**src/hdl/cctx_pkg.sv**
```systemverilog
package cctx_pkg;

    localparam int SLOT_COUNT_DEF = 64;
    localparam int CFG_W          = 11;
    localparam int CID_W          = 16;
    localparam int STAT_W         = 2;
    localparam int IDX_OUT_W      = 10;
    localparam logic [CFG_W-1:0] SLOTS_IN_USE_RST = 11'd64;

    localparam logic OP_GET     = 1'b0;
    localparam logic OP_RELEASE = 1'b1;

    typedef enum logic [STAT_W-1:0] {
        STAT_FOUND    = 2'd0,
        STAT_NEW      = 2'd1,
        STAT_FULL     = 2'd2,
        STAT_RELEASED = 2'd3
    } t_status;

    typedef enum logic [1:0] {
        ST_CLEAR,
        ST_IDLE,
        ST_SCAN
    } t_state;

    // Result of comparing one slot, merged with the free slot seen so far.
    typedef struct packed {
        logic                 hit;
        logic                 have_free;
        logic [IDX_OUT_W-1:0] free_idx;
    } t_scan_res;

endpackage

```
**src/hdl/cctx_ram.sv**
```systemverilog
module cctx_ram #(
    parameter int WIDTH = 17,
    parameter int DEPTH = 64
) (
    input  logic                                   i_clk,
    input  logic                                   i_we,
    input  logic [(DEPTH > 1 ? $clog2(DEPTH) : 1)-1:0] i_waddr,
    input  logic [WIDTH-1:0]                       i_wdata,
    input  logic [(DEPTH > 1 ? $clog2(DEPTH) : 1)-1:0] i_raddr,
    output logic [WIDTH-1:0]                       o_rdata
);

    logic [WIDTH-1:0] r_mem [DEPTH];
    logic [WIDTH-1:0] r_rdata;

    always_ff @(posedge i_clk) begin
        if (i_we) begin
            r_mem[i_waddr] <= i_wdata;
        end
        r_rdata <= r_mem[i_raddr];
    end

    assign o_rdata = r_rdata;

endmodule

```
**src/hdl/cctx_scan.sv**
```systemverilog
module cctx_scan (
    input  logic                                i_clk,
    input  logic                                i_clear,
    input  logic                                i_vld,
    input  logic [cctx_pkg::IDX_OUT_W-1:0]      i_idx,
    input  logic                                i_used,
    input  logic [cctx_pkg::CID_W-1:0]          i_client,
    input  logic [cctx_pkg::CID_W-1:0]          i_cid,
    output cctx_pkg::t_scan_res                 o_res
);

    logic                           r_have_free;
    logic [cctx_pkg::IDX_OUT_W-1:0] r_free_idx;
    logic                           is_free;

    // The scan runs upward, so the last free slot seen is the highest one.
    assign is_free         = i_vld && !i_used;
    assign o_res.hit       = i_vld && i_used && (i_client == i_cid);
    assign o_res.have_free = r_have_free || is_free;
    assign o_res.free_idx  = is_free ? i_idx : r_free_idx;

    always_ff @(posedge i_clk) begin
        if (i_clear) begin
            r_have_free <= 1'b0;
        end else if (is_free) begin
            r_have_free <= 1'b1;
        end
        if (is_free) begin
            r_free_idx <= i_idx;
        end
    end

endmodule

```
**src/hdl/client_context_slot_table_unit.sv**
```systemverilog
// Channel        | Direction | Ports                                   | Handshake
// ---------------+-----------+-----------------------------------------+------------------------
// request        | in        | i_opcode, i_client_id                   | i_start while !o_busy
// result         | out       | o_status, o_slot_index                  | o_done, one cycle
// configuration  | in        | i_cfg_wdata (slots_in_use)              | i_cfg_we
//
// A get transaction reads the active slots from the slot memory one per cycle and
// compares each one in the shared compare unit; it keeps the block busy until a hit or
// the last active slot is compared, and the result strobe rises in the same cycle as o_busy falls.
// A release-all transaction sweeps every built slot with one memory write each.
// After reset the same sweep runs to clear the used flags, and no request is taken
// meanwhile; configuration writes are accepted at any time.
// The receiver cannot stall, so each result is presented for exactly one cycle.
module client_context_slot_table_unit #(
    parameter int SLOT_COUNT = cctx_pkg::SLOT_COUNT_DEF
) (
    input  logic                              i_clk,
    input  logic                              i_rst_n,
    input  logic                              i_start,
    output logic                              o_busy,
    input  logic                              i_opcode,
    input  logic [cctx_pkg::CID_W-1:0]        i_client_id,
    output logic                              o_done,
    output logic [cctx_pkg::STAT_W-1:0]       o_status,
    output logic [cctx_pkg::IDX_OUT_W-1:0]    o_slot_index,
    input  logic                              i_cfg_we,
    input  logic [cctx_pkg::CFG_W-1:0]        i_cfg_wdata
);

    localparam int IDX_W = (SLOT_COUNT > 1) ? $clog2(SLOT_COUNT) : 1;
    localparam int CNT_W = $clog2(SLOT_COUNT + 1);
    localparam int MEM_W = cctx_pkg::CID_W + 1;
    localparam logic [IDX_W-1:0] LAST_SLOT = IDX_W'(SLOT_COUNT - 1);

    // Control registers.
    cctx_pkg::t_state            r_state, n_state;
    logic [cctx_pkg::CFG_W-1:0]  r_slots_in_use;
    logic                        r_more, n_more;
    logic                        r_pend, n_pend;
    logic                        r_clr_report, n_clr_report;
    logic                        r_done, n_done;

    // Payload registers.
    logic [IDX_W-1:0]            r_idx, n_idx;
    logic [IDX_W-1:0]            r_last_idx, n_last_idx;
    logic [IDX_W-1:0]            r_pend_idx, n_pend_idx;
    logic                        r_pend_last, n_pend_last;
    logic [CNT_W-1:0]            r_active, n_active_reg;
    logic [cctx_pkg::CID_W-1:0]  r_cid, n_cid;
    cctx_pkg::t_status           r_status, n_status;
    logic [cctx_pkg::IDX_OUT_W-1:0] r_slot_index, n_slot_index;

    // Slot memory: bit CID_W is the used flag, the rest is the stored client.
    logic                        mem_we;
    logic [IDX_W-1:0]            mem_waddr;
    logic [MEM_W-1:0]            mem_wdata;
    logic [IDX_W-1:0]            mem_raddr;
    logic [MEM_W-1:0]            mem_rdata;

    logic [CNT_W-1:0]            n_active;
    logic                        accept;
    cctx_pkg::t_scan_res         scan_res;

    // The active count saturates at the built slot count.
    assign n_active = (r_slots_in_use > cctx_pkg::CFG_W'(SLOT_COUNT)) ?
                      CNT_W'(SLOT_COUNT) : CNT_W'(r_slots_in_use);

    assign accept = i_start && (r_state == cctx_pkg::ST_IDLE);

    cctx_ram #(
        .WIDTH (MEM_W),
        .DEPTH (SLOT_COUNT)
    ) u_ram (
        .i_clk   (i_clk),
        .i_we    (mem_we),
        .i_waddr (mem_waddr),
        .i_wdata (mem_wdata),
        .i_raddr (mem_raddr),
        .o_rdata (mem_rdata)
    );

    // The compare unit looks at the slot whose read was issued in the previous cycle.
    cctx_scan u_scan (
        .i_clk    (i_clk),
        .i_clear  (accept),
        .i_vld    (r_pend && (r_state == cctx_pkg::ST_SCAN)),
        .i_idx    (cctx_pkg::IDX_OUT_W'(r_pend_idx)),
        .i_used   (mem_rdata[cctx_pkg::CID_W]),
        .i_client (mem_rdata[cctx_pkg::CID_W-1:0]),
        .i_cid    (r_cid),
        .o_res    (scan_res)
    );

    always_ff @(posedge i_clk) begin
        if (!i_rst_n) begin
            r_state        <= cctx_pkg::ST_CLEAR;
            r_slots_in_use <= cctx_pkg::SLOTS_IN_USE_RST;
            r_more         <= 1'b0;
            r_pend         <= 1'b0;
            r_clr_report   <= 1'b0;
            r_done         <= 1'b0;
            r_idx          <= '0;
        end else begin
            r_state      <= n_state;
            r_more       <= n_more;
            r_pend       <= n_pend;
            r_clr_report <= n_clr_report;
            r_done       <= n_done;
            r_idx        <= n_idx;
            if (i_cfg_we) begin
                r_slots_in_use <= i_cfg_wdata;
            end
        end
    end

    always_ff @(posedge i_clk) begin
        r_last_idx   <= n_last_idx;
        r_pend_idx   <= n_pend_idx;
        r_pend_last  <= n_pend_last;
        r_active     <= n_active_reg;
        r_cid        <= n_cid;
        r_status     <= n_status;
        r_slot_index <= n_slot_index;
    end

    always_comb begin
        n_state      = r_state;
        n_more       = r_more;
        n_pend       = 1'b0;
        n_clr_report = r_clr_report;
        n_done       = 1'b0;
        n_idx        = r_idx;
        n_last_idx   = r_last_idx;
        n_pend_idx   = r_pend_idx;
        n_pend_last  = r_pend_last;
        n_active_reg = r_active;
        n_cid        = r_cid;
        n_status     = r_status;
        n_slot_index = r_slot_index;
        mem_we       = 1'b0;
        mem_waddr    = r_idx;
        mem_wdata    = '0;
        mem_raddr    = r_idx;

        case (r_state)
            cctx_pkg::ST_CLEAR: begin
                // Sweep every built slot and clear its used flag.
                mem_we    = 1'b1;
                mem_waddr = r_idx;
                mem_wdata = '0;
                n_idx     = r_idx + 1'b1;
                if (r_idx == LAST_SLOT) begin
                    n_idx        = '0;
                    n_state      = cctx_pkg::ST_IDLE;
                    n_clr_report = 1'b0;
                    if (r_clr_report) begin
                        n_done       = 1'b1;
                        n_status     = cctx_pkg::STAT_RELEASED;
                        n_slot_index = '0;
                    end
                end
            end

            cctx_pkg::ST_IDLE: begin
                if (i_start) begin
                    n_idx = '0;
                    if (i_opcode == cctx_pkg::OP_RELEASE) begin
                        n_state      = cctx_pkg::ST_CLEAR;
                        n_clr_report = 1'b1;
                    end else if (n_active == '0) begin
                        // Nothing is searched, so there is never a free slot.
                        n_done       = 1'b1;
                        n_status     = cctx_pkg::STAT_FULL;
                        n_slot_index = '0;
                    end else begin
                        n_state      = cctx_pkg::ST_SCAN;
                        n_more       = 1'b1;
                        n_cid        = i_client_id;
                        n_active_reg = n_active;
                        n_last_idx   = IDX_W'(n_active - 1'b1);
                    end
                end
            end

            cctx_pkg::ST_SCAN: begin
                // Issue the next read while the previous slot is compared.
                if (r_more) begin
                    mem_raddr   = r_idx;
                    n_pend      = 1'b1;
                    n_pend_idx  = r_idx;
                    n_pend_last = (r_idx == r_last_idx);
                    n_more      = (r_idx != r_last_idx);
                    n_idx       = r_idx + 1'b1;
                end
                if (r_pend) begin
                    if (scan_res.hit) begin
                        n_state      = cctx_pkg::ST_IDLE;
                        n_more       = 1'b0;
                        n_pend       = 1'b0;
                        n_done       = 1'b1;
                        n_status     = cctx_pkg::STAT_FOUND;
                        n_slot_index = cctx_pkg::IDX_OUT_W'(r_pend_idx);
                    end else if (r_pend_last) begin
                        n_state = cctx_pkg::ST_IDLE;
                        n_more  = 1'b0;
                        n_pend  = 1'b0;
                        n_done  = 1'b1;
                        if (scan_res.have_free) begin
                            // Claim the highest free slot for this client.
                            mem_we       = 1'b1;
                            mem_waddr    = scan_res.free_idx[IDX_W-1:0];
                            mem_wdata    = {1'b1, r_cid};
                            n_status     = cctx_pkg::STAT_NEW;
                            n_slot_index = scan_res.free_idx;
                        end else begin
                            n_status     = cctx_pkg::STAT_FULL;
                            n_slot_index = '0;
                        end
                    end
                end
            end

            default: begin
                n_state = cctx_pkg::ST_IDLE;
            end
        endcase
    end

    assign o_busy       = (r_state != cctx_pkg::ST_IDLE);
    assign o_done       = r_done;
    assign o_status     = r_status;
    assign o_slot_index = r_slot_index;

    // A result is only strobed once the block is ready again.
    a_done_idle: assert property (@(posedge i_clk) disable iff (!i_rst_n)
        o_done |-> !o_busy)
        else $error("result strobed while busy");

    // A get with active slots always starts a scan.
    a_get_scans: assert property (@(posedge i_clk) disable iff (!i_rst_n)
        (accept && (i_opcode == cctx_pkg::OP_GET) && (n_active != '0)) |=> o_busy)
        else $error("get did not start a scan");

    // A found or new slot lies inside the active range of the scan.
    a_idx_range: assert property (@(posedge i_clk) disable iff (!i_rst_n)
        (o_done && ((o_status == cctx_pkg::STAT_FOUND) || (o_status == cctx_pkg::STAT_NEW)))
        |-> ({1'b0, o_slot_index} < cctx_pkg::CFG_W'(r_active)))
        else $error("slot index outside active range");

    // No-space and release results carry index zero.
    a_idx_zero: assert property (@(posedge i_clk) disable iff (!i_rst_n)
        (o_done && ((o_status == cctx_pkg::STAT_FULL) ||
                    (o_status == cctx_pkg::STAT_RELEASED))) |-> (o_slot_index == '0))
        else $error("nonzero index on no-space or release result");

    // An allocation write happens only when a free slot was seen.
    a_alloc_free: assert property (@(posedge i_clk) disable iff (!i_rst_n)
        (mem_we && (r_state == cctx_pkg::ST_SCAN)) |-> scan_res.have_free)
        else $error("allocation without a free slot");

endmodule

```
**config.mk**
```make
export PLATFORM = sky130hd
export DESIGN_NAME = client_context_slot_table_unit
export DESIGN_NICKNAME = d
export VERILOG_FILES = /design/src/hdl/cctx_pkg.sv /design/src/hdl/cctx_ram.sv /design/src/hdl/cctx_scan.sv /design/src/hdl/client_context_slot_table_unit.sv
export SDC_FILE = /design/constraint.sdc
export NUM_CORES = 1
export LEC_CHECK = 0
export ABC_AREA = 0
export BUFFER_PORTS_ARGS = -buffer_cell sky130_fd_sc_hd__buf_4
export CAP_MARGIN = 20
export CORE_MARGIN = 2
export CORE_UTILIZATION = 37
export DETAILED_ROUTE_END_ITERATION = 10
export REMOVE_ABC_BUFFERS = 1
export SLEW_MARGIN = 20
export SYNTH_ARGS = -nofsm -noshare
export SYNTH_HDL_FRONTEND = slang
export SYNTH_SLANG_ARGS = --single-unit
export TNS_END_PERCENT = 30
```
**constraint.sdc**
```tcl
create_clock -name i_clk -period 4.96 [get_ports i_clk]
set_clock_uncertainty 0.2 [all_clocks]
set_input_delay 0.992 -clock i_clk [delete_from_list [all_inputs] [get_ports i_clk]]
set_output_delay 0.992 -clock i_clk [all_outputs]
set_load 0.02 [all_outputs]
```
==> results.ini <==
[run_status]
outcome=finished, final reports clean

[clocking]
cts_root_buffer=clkbuf_16
clkSinkCount=1180
cts_tree=done
cts_made_buffers=116
insertion_delay_ns=0.70
cts_resized=0
clock_path_buffers=3
h-tree-depth=3
post_cts_buffers=0
clk_pin_slew_worst_paths_ns=0.06
cts_hold_buf=0

[synthesis]
ys_ff_latch=1180
synth-simple-area-share_pct=2.50
synth-xor-area-share_pct=0.540
seq_area_frac_synth_pct=76.9
synth.most_common_cell=edfxtp_1
syn_inst=2026
synthAdderAreaFrac_pct=0.165
synth.top_cell.area_share_pct=74.6
async_flop_share_pct=0
synth.distinct_cells=46
synth_area_per_cell_um2=22.4
synth_top_cell_by_area=edfxtp_1
synth-compound-area-share_pct=1.35
synth_top_family_by_area=multiplexers
synthTopCellsByArea=edfxtp_1 (75%), mux4_2 (17%), dfxtp_1 (2.2%)
synth_top_flop_cell=edfxtp_1
yosysWarnings=0
synth_common_cells=edfxtp_1 (1,129), mux4_2 (340), nor2_1 (86), dfxtp_1 (51)
synthMuxAreaShare_pct=17.4
syn_area_mm2=0.0454
synth-edff-count=1129

[flow_run]
drv_cap=0

[global_route]
grt_pass1_wl_mm=158
grt_pass1_vias=21693
grt_usage_pct=17.4
grt_overflow_total=0
antenna_found_initial=3
grt_max_degree=74

[detailed_routing]
drt-initial-drc-count=2867
drt-total-wl_mm=110
ant_nets=0
dr_total_vias=21574
drc=0
vias_per_cell=5.52
wl_per_cell_um=28.1
dr.pass1.iters=7

[setup_path]
cp.arrival_ns=4.39
end_kind=flip-flop
critPathMostFrequentCell=inv_1
reg2reg_slack_ns=0.69
slowest_stage=nor2_2
cpPeakStageDelay_ns=0.84
critPathRequiredTime_ns=5.08
r2r-end=u_ram.r_mem[29][15]
r2r_start=r_state[0]
cp_cell_sequence=inv_1 -> ha_1 -> nand3b_1 -> mux2i_1 -> inv_1 -> nor3_1 -> mux2i_2 -> nor2_2
rr_worst_depth=8
setup.worst_path.class=reg -> reg
path_max_fanout=17
startpoint_type=flip-flop

[placement]
dp_hpwl_mm=66.4
portBuffers=45
gp_congestion=0.995

[hold_path]
hold_path.class=reg -> reg
hold_start=u_scan.r_free_idx[6]
whs_path_depth=1
hold_end=u_scan.r_free_idx[6]

[layout]
nets=2229
area.growth.synth_to_final_pct=14.7
fin_util_pct=42.8
layout-drive-gt1-share_pct=32.2

[sta]
rsz0062_at_grt=no
period_needed_ns=4.27
slew_violations=0
max-slew-margin-rel_pct=17.9
fin_worst_hold_slack_ns=0.250
worst_pin_slew_ns=1.23
setup_violations=0
fin_crit_sh_pct=86.1
fmax_mhz=234
hold_viol_final=0

[floorplan]
core.rowCount=128
io_pins=46
initial_utilization_pct=37.3
die_width_um=354
die_area_mm2=0.126
core_mm2=0.122
fp.dieH_um=354

[power]
ir_worst_vdd_v=0.000291
power_density_mw_per_mm2=450
leakagePower_nw=13.6

flip-flops by register name, indices dropped and copies added, names as in the netlist, 2 cells and up:
signal and flops:
u_ram.r_mem 1088, u_scan.r_free_idx 10, o_slot_index 10, r_state 2
r_last_idx 6, r_idx 6, u_ram.o_rdata 17, o_status 2
r_slots_in_use 11, r_cid 16, r_pend_idx 6
cells in the final DEF (no fill, tap or decap), types with 3 or more instances in the layout:
| cell | n |
|---|---|
| nor2_1 | 21 |
| inv_1 | 18 |
| and2_2 | 16 |
| a32oi_1 | 3 |
| mux2i_1 | 22 |
| nand2_1 | 49 |
| nor2_2 | 62 |
| nor2b_1 | 21 |
| buf_4 | 138 |
| clkinv_2 | 16 |
| clkinvlp_4 | 4 |
| xnor2_1 | 12 |
| diode_2 | 3 |
| clkbuf_1 | 29 |
| buf_12 | 13 |
| a31oi_1 | 14 |
| mux4_2 | 340 |
| edfxtp_1 | 1129 |
| nor2_4 | 3 |
| nor3b_1 | 5 |
| nand3_1 | 7 |
| ha_1 | 6 |
| clkbuf_16 | 119 |
| nor4_1 | 4 |
| clkinv_1 | 26 |
| a22oi_1 | 35 |
| bufinv_16 | 8 |
| and3_1 | 6 |
| nand2b_1 | 3 |
| a21oi_1 | 11 |
| nor3_1 | 17 |
| nand3b_1 | 3 |
| nand4_1 | 4 |
| dfxtp_1 | 47 |
| and2_1 | 7 |
| xor2_1 | 16 |
| o21ai_0 | 12 |
| dfxtp_4 | 4 |
cell families after synthesis:
logic type               count (synthesis)
multiplexers                           363
AND/OR/NAND/NOR                        237
flip-flops                            1180
XOR/XNOR                                28
adder cells (fa/ha/maj)                  6
buffers and inverters                  123
AO/OA/AOI/OAI                           89
metrics by stage:
step           setup slack, ns  setup TNS, ns  area [µm²]  instances  total power [mW]
2_1_floorplan            -8.66       -9358.18       45000       1922              13.7
3_5_place_dp             0.679              0       48500       3698              15.3
4_1_cts                  0.673              0       52100       3905              23.7
5_1_grt                  0.423              0       52100       3905              24.2
3_3_place_gp             0.879              0       48500       3698              15.2
6_report                 0.688              0       52100       3908              23.5
per-layer routing:
layer | track usage [%] | share of wire, % | up-vias
met4 | 4.02 | 2.3 | 0
li1 | - | - | 8872
met3 | 3.92 | 7.9 | 171
met2 | 27.8 | 48 | 893
met1 | 24.4 | 42 | 11638
met5 | 0 | 0 | -
how the worst max path moves through the flow:
stage               startpoint  slack [ns]             endpoint
floorplan             r_idx[0]       -8.66   u_ram.r_mem[41][0]
global placement    r_state[0]        0.88   u_ram.r_mem[29][2]
detailed placement  r_state[0]        0.68   u_ram.r_mem[29][7]
CTS                 r_state[0]        0.67  u_ram.r_mem[29][15]
global route        r_state[0]        0.42  u_ram.r_mem[29][15]
finish              r_state[0]        0.69  u_ram.r_mem[29][15]
area by class of cell:
| cell class | instances | area (µm²) |
|---|---|---|
| antenna | 3 | 7.51 |
| clock buffer | 148 | 3090 |
| clock inverter | 59 | 520 |
| fill | 10294 | 69800 |
| inverter | 19 | 71.3 |
| multi-input combinational | 723 | 10200 |
| sequential | 1180 | 34900 |
| tap | 1625 | 2030 |
| timing repair buffer | 151 | 1300 |
power breakdown:
part | total (mW) | internal, mW | switching [mW]
registers | 11.4 | 11.1 | 0.227
clock network | 8.40 | 4.79 | 3.62
logic | 3.67 | 1.53 | 2.14
critical path, delay by kind of cell (launching register included):
family	cells	cell delay [ns]
fa+ha+maj	1	0.53
buf+inv	2	0.29
flops	1	0.34
mux	2	0.81
simple gates	3	1.71
Power figures use the tool's default switching activity.
